<file path="src/sld_pkg.sv">
// Package for the sync/length/XOR deframer.
// Holds field widths, result kind codes, register indexes and register reset values.
// No dependencies.
package sld_pkg;

   localparam int BYTE_W  = 8;
   localparam int LEN_W   = 16;
   localparam int KIND_W  = 2;
   localparam int CSR_IDX_W = 2;

   typedef enum logic [KIND_W-1:0] {
      KIND_DATA   = 2'd0,
      KIND_ACCEPT = 2'd1,
      KIND_REJECT = 2'd2
   } kind_type;

   typedef enum logic [CSR_IDX_W-1:0] {
      CSR_SYNC_FIRST  = 2'd0,
      CSR_SYNC_SECOND = 2'd1,
      CSR_GET_ERROR   = 2'd2,
      CSR_SET_ERROR   = 2'd3
   } csr_index_type;

   localparam logic [BYTE_W-1:0] SYNC_FIRST_RST  = 8'h55;   // 'U'
   localparam logic [BYTE_W-1:0] SYNC_SECOND_RST = 8'h7A;   // 'z'
   localparam logic [BYTE_W-1:0] GET_ERROR_RST   = 8'hFF;
   localparam logic [BYTE_W-1:0] SET_ERROR_RST   = 8'hFE;

   typedef enum logic [8:0] {
      PH_HUNT    = 9'b000000001,
      PH_SYNC2   = 9'b000000010,
      PH_CMD     = 9'b000000100,
      PH_LEN_HI  = 9'b000001000,
      PH_LEN_LO  = 9'b000010000,
      PH_SPARE   = 9'b000100000,
      PH_PAYLOAD = 9'b001000000,
      PH_ERRBYTE = 9'b010000000,
      PH_CHECK   = 9'b100000000
   } phase_type;

endpackage

</file>
<file path="src/sld_channels.sv">
// Valid/ready channel interfaces for the deframer: byte input and result output.
// Depends on sld_pkg.
interface sld_req_if;
   import sld_pkg::*;
   logic              valid;
   logic              ready;
   logic [BYTE_W-1:0] in_byte;
   modport source (output valid, output in_byte, input ready);
   modport sink   (input valid, input in_byte, output ready);
endinterface

interface sld_rsp_if;
   import sld_pkg::*;
   logic              valid;
   logic              ready;
   logic [KIND_W-1:0] kind;
   logic [BYTE_W-1:0] out_byte;
   logic [BYTE_W-1:0] command;
   logic [LEN_W-1:0]  frame_length;
   modport source (output valid, output kind, output out_byte, output command,
                   output frame_length, input ready);
   modport sink   (input valid, input kind, input out_byte, input command,
                   input frame_length, output ready);
endinterface

</file>
<file path="src/sync_length_xor_deframer.sv">
// Sync/length/XOR deframer top level.
// Depends on sld_pkg and the channel interfaces in sld_channels.sv.
//
// Takes one link byte per transaction and returns at most one result per byte: each
// payload byte as it arrives, then one closing result at the XOR byte (accepted or
// rejected). A byte is taken every cycle while results drain; each byte passes the input
// register and then the result register, between which one byte's whole framing update
// is done. A frame is sync pair, command, 16-bit big-endian length, spare byte, payload,
// XOR byte; error commands give a 5-byte frame with one hidden data byte. The four
// registers (sync pair, two error commands) are written through the csr_ port; the user
// must write them only while the block is idle, which the block itself does not enforce.
module sync_length_xor_deframer (
   input  logic                          clock,
   input  logic                          reset,
   sld_req_if.sink                       req_chan,
   sld_rsp_if.source                     rsp_chan,
   input  logic                          csr_we,
   input  logic [sld_pkg::CSR_IDX_W-1:0] csr_index,
   input  logic [sld_pkg::BYTE_W-1:0]    csr_wdata
);
   import sld_pkg::*;

   // configuration
   logic [BYTE_W-1:0] sync_first_ff, sync_second_ff, get_error_ff, set_error_ff;

   // input stage
   logic              in_valid_ff, in_valid_in;
   logic [BYTE_W-1:0] in_byte_ff;

   // framing state
   phase_type         phase_ff, phase_in;
   logic [BYTE_W-1:0] xor_ff, xor_in;
   logic [BYTE_W-1:0] command_ff, command_in;
   logic [LEN_W-1:0]  length_ff, length_in;
   logic [LEN_W-1:0]  remain_ff, remain_in;

   // result register
   logic              out_valid_ff, out_valid_in;
   kind_type          kind_ff, kind_in;
   logic [BYTE_W-1:0] out_byte_ff, out_byte_in;
   logic [BYTE_W-1:0] out_cmd_ff;
   logic [LEN_W-1:0]  out_len_ff;

   logic              advance, process, emit;
   logic [BYTE_W-1:0] b, xor_with_b;
   logic [LEN_W-1:0]  remain_dec;

   assign advance = !out_valid_ff || rsp_chan.ready;
   assign process = in_valid_ff && advance;
   assign req_chan.ready = !in_valid_ff || advance;

   assign b          = in_byte_ff;
   assign xor_with_b = xor_ff ^ b;
   assign remain_dec = remain_ff - LEN_W'(1);

   always_comb begin
      phase_in    = phase_ff;
      xor_in      = xor_ff;
      command_in  = command_ff;
      length_in   = length_ff;
      remain_in   = remain_ff;
      emit        = 1'b0;
      kind_in     = KIND_DATA;
      out_byte_in = b;
      unique case (phase_ff)
         PH_SYNC2: begin
            if (b == sync_second_ff) begin
               xor_in   = xor_with_b;
               phase_in = PH_CMD;
            end else if (b == sync_first_ff) begin
               xor_in = b;           // restart the pair at this byte
            end else begin
               phase_in = PH_HUNT;
            end
         end
         PH_CMD: begin
            command_in = b;
            xor_in     = xor_with_b;
            length_in  = '0;
            remain_in  = '0;
            phase_in   = (b == get_error_ff || b == set_error_ff) ? PH_ERRBYTE : PH_LEN_HI;
         end
         PH_LEN_HI: begin
            xor_in    = xor_with_b;
            length_in = {b, BYTE_W'(0)};
            phase_in  = PH_LEN_LO;
         end
         PH_LEN_LO: begin
            xor_in    = xor_with_b;
            length_in = {length_ff[LEN_W-1:BYTE_W], b};
            phase_in  = PH_SPARE;
         end
         PH_SPARE: begin
            xor_in    = xor_with_b;
            remain_in = length_ff;
            phase_in  = (length_ff == '0) ? PH_CHECK : PH_PAYLOAD;
         end
         PH_PAYLOAD: begin
            xor_in    = xor_with_b;
            remain_in = remain_dec;
            if (remain_dec == '0) begin
               phase_in = PH_CHECK;
            end
            emit = 1'b1;
         end
         PH_ERRBYTE: begin
            xor_in   = xor_with_b;
            phase_in = PH_CHECK;
         end
         PH_CHECK: begin
            xor_in   = xor_with_b;
            phase_in = PH_HUNT;
            emit     = 1'b1;
            if (xor_with_b == '0) begin
               kind_in     = KIND_ACCEPT;
               out_byte_in = (length_ff == '0) ? command_ff : '0;
            end else begin
               kind_in     = KIND_REJECT;
               out_byte_in = '0;
            end
         end
         default: begin
            if (b == sync_first_ff) begin
               xor_in   = b;
               phase_in = PH_SYNC2;
            end else begin
               phase_in = PH_HUNT;
            end
         end
      endcase
   end

   always_comb begin
      if (req_chan.valid && req_chan.ready) begin
         in_valid_in = 1'b1;
      end else if (advance) begin
         in_valid_in = 1'b0;
      end else begin
         in_valid_in = in_valid_ff;
      end
      if (process && emit) begin
         out_valid_in = 1'b1;
      end else if (rsp_chan.ready) begin
         out_valid_in = 1'b0;
      end else begin
         out_valid_in = out_valid_ff;
      end
   end

   always_ff @(posedge clock) begin
      if (reset) begin
         sync_first_ff  <= SYNC_FIRST_RST;
         sync_second_ff <= SYNC_SECOND_RST;
         get_error_ff   <= GET_ERROR_RST;
         set_error_ff   <= SET_ERROR_RST;
      end else if (csr_we) begin
         case (csr_index_type'(csr_index))
            CSR_SYNC_FIRST:  sync_first_ff  <= csr_wdata;
            CSR_SYNC_SECOND: sync_second_ff <= csr_wdata;
            CSR_GET_ERROR:   get_error_ff   <= csr_wdata;
            CSR_SET_ERROR:   set_error_ff   <= csr_wdata;
            default: ;
         endcase
      end
   end

   always_ff @(posedge clock) begin
      if (reset) begin
         in_valid_ff  <= 1'b0;
         out_valid_ff <= 1'b0;
         phase_ff     <= PH_HUNT;
         xor_ff       <= '0;
         command_ff   <= '0;
         length_ff    <= '0;
         remain_ff    <= '0;
      end else begin
         in_valid_ff  <= in_valid_in;
         out_valid_ff <= out_valid_in;
         if (process) begin
            phase_ff   <= phase_in;
            xor_ff     <= xor_in;
            command_ff <= command_in;
            length_ff  <= length_in;
            remain_ff  <= remain_in;
         end
      end
   end

   always_ff @(posedge clock) begin
      if (req_chan.valid && req_chan.ready) begin
         in_byte_ff <= req_chan.in_byte;
      end
      if (process && emit) begin
         kind_ff     <= kind_in;
         out_byte_ff <= out_byte_in;
         out_cmd_ff  <= command_ff;
         out_len_ff  <= length_ff;
      end
   end

   assign rsp_chan.valid        = out_valid_ff;
   assign rsp_chan.kind         = kind_ff;
   assign rsp_chan.out_byte     = out_byte_ff;
   assign rsp_chan.command      = out_cmd_ff;
   assign rsp_chan.frame_length = out_len_ff;

   // payload phase always has at least one byte still to come
   a_payload_remaining: assert property (@(posedge clock) disable iff (reset)
      phase_ff == PH_PAYLOAD |-> remain_ff != '0)
      else $error("payload phase with no bytes remaining");

   // a closing result always returns the hunter to the first sync byte
   a_close_to_hunt: assert property (@(posedge clock) disable iff (reset)
      process && phase_ff == PH_CHECK |=> phase_ff == PH_HUNT && out_valid_ff)
      else $error("closing result did not restart hunting");

   // payload results only come from frames with a non-zero length
   a_data_has_length: assert property (@(posedge clock) disable iff (reset)
      out_valid_ff && kind_ff == KIND_DATA |-> out_len_ff != '0)
      else $error("payload byte from an empty frame");

   // a rejection never carries a data byte
   a_reject_zero: assert property (@(posedge clock) disable iff (reset)
      out_valid_ff && kind_ff == KIND_REJECT |-> out_byte_ff == '0)
      else $error("rejected frame with non-zero data byte");

   // a held input byte is not lost while the result side stalls
   a_input_held: assert property (@(posedge clock) disable iff (reset)
      in_valid_ff && !advance |=> in_valid_ff && $stable(in_byte_ff))
      else $error("input byte dropped during stall");

endmodule
</file>
<file path="src/flat_wrapper.sv">
// flat-port wrapper written by rule: the top's interface ports become plain ports
module sync_length_xor_deframer_flat import sld_pkg::*;
  (clock, reset, csr_we, csr_index, csr_wdata, req_chan_valid, req_chan_in_byte, req_chan_ready, rsp_chan_valid, rsp_chan_kind, rsp_chan_out_byte, rsp_chan_command, rsp_chan_frame_length, rsp_chan_ready);
  sld_req_if req_chan_i ();
  sld_rsp_if rsp_chan_i ();
  input  logic clock;
  input  logic reset;
  input  logic csr_we;
  input  logic [sld_pkg::CSR_IDX_W-1:0] csr_index;
  input  logic [sld_pkg::BYTE_W-1:0] csr_wdata;
  input wire logic [$bits(req_chan_i.valid)-1:0] req_chan_valid;
  input wire logic [$bits(req_chan_i.in_byte)-1:0] req_chan_in_byte;
  output wire logic [$bits(req_chan_i.ready)-1:0] req_chan_ready;
  output wire logic [$bits(rsp_chan_i.valid)-1:0] rsp_chan_valid;
  output wire logic [$bits(rsp_chan_i.kind)-1:0] rsp_chan_kind;
  output wire logic [$bits(rsp_chan_i.out_byte)-1:0] rsp_chan_out_byte;
  output wire logic [$bits(rsp_chan_i.command)-1:0] rsp_chan_command;
  output wire logic [$bits(rsp_chan_i.frame_length)-1:0] rsp_chan_frame_length;
  input wire logic [$bits(rsp_chan_i.ready)-1:0] rsp_chan_ready;
  assign req_chan_i.valid = req_chan_valid;
  assign req_chan_i.in_byte = req_chan_in_byte;
  assign req_chan_ready = req_chan_i.ready;
  assign rsp_chan_valid = rsp_chan_i.valid;
  assign rsp_chan_kind = rsp_chan_i.kind;
  assign rsp_chan_out_byte = rsp_chan_i.out_byte;
  assign rsp_chan_command = rsp_chan_i.command;
  assign rsp_chan_frame_length = rsp_chan_i.frame_length;
  assign rsp_chan_i.ready = rsp_chan_ready;
  sync_length_xor_deframer u_core (.clock(clock), .reset(reset), .req_chan(req_chan_i), .rsp_chan(rsp_chan_i), .csr_we(csr_we), .csr_index(csr_index), .csr_wdata(csr_wdata));
endmodule
</file>
<file path="config.mk">
export PLATFORM = sky130hd
export DESIGN_NAME = sync_length_xor_deframer_flat
export DESIGN_NICKNAME = d
export VERILOG_FILES = /design/src/sld_pkg.sv /design/src/sld_channels.sv /design/src/sync_length_xor_deframer.sv /design/src/flat_wrapper.sv
export SDC_FILE = /design/constraint.sdc
export NUM_CORES = 1
export LEC_CHECK = 0
export BUFFER_PORTS_ARGS = -buffer_cell sky130_fd_sc_hd__buf_2
export CAP_MARGIN = 40
export CORE_MARGIN = 5
export CORE_UTILIZATION = 45
export CTS_CLUSTER_DIAMETER = 200
export DETAILED_ROUTE_END_ITERATION = 7
export PLACE_DENSITY = 0.65
export SETUP_SLACK_MARGIN = 0.3
export SYNTH_ARGS = -nofsm -noshare
export SYNTH_HDL_FRONTEND = slang
export SYNTH_SLANG_ARGS = --single-unit
</file>
<file path="constraint.sdc">
create_clock -name clock -period 3.2 [get_ports clock]
set_input_delay 0.96 -clock clock [delete_from_list [all_inputs] [get_ports clock]]
set_output_delay 0.96 -clock clock [all_outputs]
set_load 0.05 [all_outputs]
</file>
==> flow_metrics.env <==
export IMPL_status="finished, final reports clean"
export IMPL_setup_violations=0
export IMPL_synth_mux_area_share_pct=3.670
export IMPL_slowest_stage="or4b_1"
export IMPL_whs_ns=0.4591
export IMPL_synthXorXnorAreaFrac_pct=6.284
export IMPL_ys_types=62
export IMPL_finalInstanceArea_sq_um=7421
export IMPL_synthAdderAreaFrac_pct=0.3990
export IMPL_start_util_pct=45.54
export IMPL_drc=0
export IMPL_worstSetupEndpointType="flop"
export IMPL_track_usage_pct=19.69
export IMPL_grt_pass1_vias=5019
export IMPL_synthSimpleGateAreaFrac_pct=23.74
export IMPL_dr_pass1_iters=5
export IMPL_startpoint="u_core.remain_ff[1]"
export IMPL_die_w_um=128.1
export IMPL_finalPower_mw=4.030
export IMPL_synthFlopType="dfxtp_1"
export IMPL_vdd_drop_max_mv=0.2734
export IMPL_place_area_sq_um=6777
export IMPL_port_buffer_count=58
export IMPL_worstHoldStart="u_core.command_ff[1]"
export IMPL_start_kind="flop"
export IMPL_fillers=1296
export IMPL_synth_edf_count=42
export IMPL_reg2reg_slack_ns=0.43
export IMPL_die_h_um=128.1
export IMPL_path_buf_inv=1
export IMPL_synth_seq_area_share_pct=49.15
export IMPL_r2r_start="u_core.remain_ff[1]"
export IMPL_arrival_ns=3.07
export IMPL_critPathTopFamily="simple AND/OR/NAND/NOR gates"
export IMPL_holdBufCountCts=0
export IMPL_post_cts_buffers=0
export IMPL_maxSlewHeadroom_pct=51.87
export IMPL_num_antenna_cells=0
export IMPL_vias_per_cell=5.631
export IMPL_drt_total_wl_um=15820
export IMPL_io_pins=59
export IMPL_critPathKind="reg -> reg"
export IMPL_path_max_fanout=10
export IMPL_finalHoldViolCount=0
export IMPL_cts_buffers=17
export IMPL_die_area_sq_um=16400
export IMPL_rows=43
export IMPL_ant_nets=0
export IMPL_synth_area_sq_um=6272
export IMPL_path_cells="inv_1 > ha_2 > or4b_1 > nor3_1 > xor2_1 > o311a_1 > a211o_4 > mux2_4"
export IMPL_multi_input_area_sq_um=2973
export IMPL_htreeDepth=4
export IMPL_grt_start_max_net_pins=35
export IMPL_fin_util_pct=53.88
export IMPL_reg2reg_depth=8
export IMPL_layout_nets=751
export IMPL_yosys_warnings=0
export IMPL_antenna_found_initial=0
export IMPL_rsz0062_at_grt="false"
export IMPL_setup_tns_final_ns=0
export IMPL_synthToLayoutAreaGrowth_pct=18.31
export IMPL_synthCells=675
export IMPL_layout_commonest_cell="dfxtp_1"
export IMPL_clkTransAtPathRegs_ns=0.06
export IMPL_final_setup_worst_slack_ns=0.4330
export IMPL_worst_pin_slew_ns=0.7219
export IMPL_worstReg2RegEnd="u_core.phase_ff[6]"
export IMPL_whs_path_depth=0
export IMPL_layout_common_cells="90 x dfxtp_1, 88 x nand2_1, 72 x nor2_1"
export IMPL_drtIter0Drc=325
export IMPL_fin_crit_sh_pct=86.47
export IMPL_synth_compound_area_share_pct=12.93
export IMPL_cts_root_buf="clkbuf_16"
export IMPL_wl_per_cell_um=17.21
export IMPL_cts_tree="yes"
export IMPL_dp_cells=887
export IMPL_max_freq_mhz=361.4
export IMPL_synth_seq_cells=133
export IMPL_synth_async_reset_ratio_pct=0
export IMPL_grt_overflow=0
export IMPL_period_minus_slack_ns=2.767
export IMPL_whs_endpoint="u_core.rsp_chan.command[1]"
export IMPL_drive_gt1_share_pct=18.13
export IMPL_critical_path_required_ns=3.50
export IMPL_cts_sinks=133
export IMPL_p_leak_nw=2.668
export IMPL_cts_buffer_depth=2
export IMPL_clock_skew_ns=0.007768
export IMPL_grt_pass1_wl_um=25450
export IMPL_hpwl_um=11000
export IMPL_regArea_sq_um=3084
export IMPL_slowest_delay_ns=0.50
export IMPL_power_density_nw_per_um2=543.0
export IMPL_instances_no_fill=919
export IMPL_clkLatencyLatePin_ns=0.42
export IMPL_gp_congestion=0.8890
export IMPL_drv_cap=0
export IMPL_min_path_type="reg -> reg"
export IMPL_maxSlewViolCount=0
export IMPL_syn_avg_cell_area_sq_um=9.292
export IMPL_synthesis_nets=700
export IMPL_coreArea_sq_um=13770
export IMPL_dp_worst_setup_slack_ns=0.2797
export IMPL_synth_top_family_by_area="simple AND/OR/NAND/NOR gates"
export IMPL_num_vias=5175
state kept, by name (all words and copies together) (netlist names):
signal / count
u_core.rsp_chan.valid: 1
u_core.phase_ff: 9
u_core.length_ff: 16
u_core.xor_ff: 8
u_core.rsp_chan.command: 8
u_core.get_error_ff: 8
u_core.remain_ff: 16
u_core.rsp_chan.frame_length: 16
u_core.set_error_ff: 8
u_core.in_valid_ff: 1
u_core.sync_first_ff: 8
u_core.rsp_chan.kind: 2
u_core.b: 8
u_core.command_ff: 8
u_core.sync_second_ff: 8
u_core.rsp_chan.out_byte: 8
area by class of cell:
class	count	area share (%)
sequential	133	41.56
multi-input combinational	484	40.06
timing repair buffer	82	6.508
clock buffer	17	5.733
tap	180	3.035
clock inverter	15	2.698
inverter	8	0.4047
worst register-to-register path: stages, from the launching register on:
cell	delay [ns]
dfxtp_1	0.36
inv_1	0.10
ha_2	0.28
or4b_1	0.50
nor3_1	0.31
xor2_1	0.12
o311a_1	0.31
a211o_4	0.35
mux2_4	0.32
cells in the mapped netlist, types with 9 or more instances:
library cell  instances  area share [%]
dfxtp_1              91              29
nand2_1              88             5.3
nor2_1               72             4.3
a21oi_1              46             3.7
clkbuf_1             44             2.6
edfxtp_1             42              20
xnor2_1              34             4.7
nand3b_1             25             3.0
nor3_1               22             1.8
mux2i_1              17             2.7
nand3_1              14             1.1
nor4_1               13             1.3
xor2_1               11             1.5
a22o_1                9             1.3
nand4_1               9            0.90
or3_1                 9            0.90
per-layer routing:
| metal | up-vias | wire [um] | track usage [%] | share of wire [%] |
|---|---|---|---|---|
| met1 | 2465 | 6956 | 24.96 | 44 |
| li1 | 2509 | - | - | - |
| met5 | - | 0 | 0 | 0 |
| met4 | 0 | 317 | 8.739 | 2.0 |
| met3 | 29 | 893 | 4.125 | 5.6 |
| met2 | 172 | 7653 | 32.38 | 48 |
kinds of logic after synthesis:
kind of cell,after synthesis
flip-flops,133
multiplexers,21
XOR/XNOR,45
AND/OR/NAND/NOR,297
AO/OA/AOI/OAI,119
adder cells (fa/ha/maj),2
buffers and inverters,58
worst max-delay path by stage:
stage	end	cells past startpoint
after global routing	u_core.phase_ff[8]	8
after detailed placement	u_core.phase_ff[8]	8
after CTS	u_core.phase_ff[6]	8
after global placement	u_core.phase_ff[6]	8
after floorplan	u_core.phase_ff[3]	10
final	u_core.phase_ff[6]	8
report_power, final:
| group | switching [mW] | internal, mW | total, mW |
|---|---|---|---|
| clock | 0.751 | 1.31 | 2.06 |
| combinational | 0.107 | 0.0828 | 0.190 |
| sequential | 0.0175 | 1.76 | 1.78 |
| total | 0.875 | 3.15 | 4.03 |
timing repair:
item / CTS / global route
endpoints found under the setup margin: 4 / 6
gates resized for setup: 1 / 4
cloned: 0 / 0
Note: power is estimated with default switching activity, not from simulation.
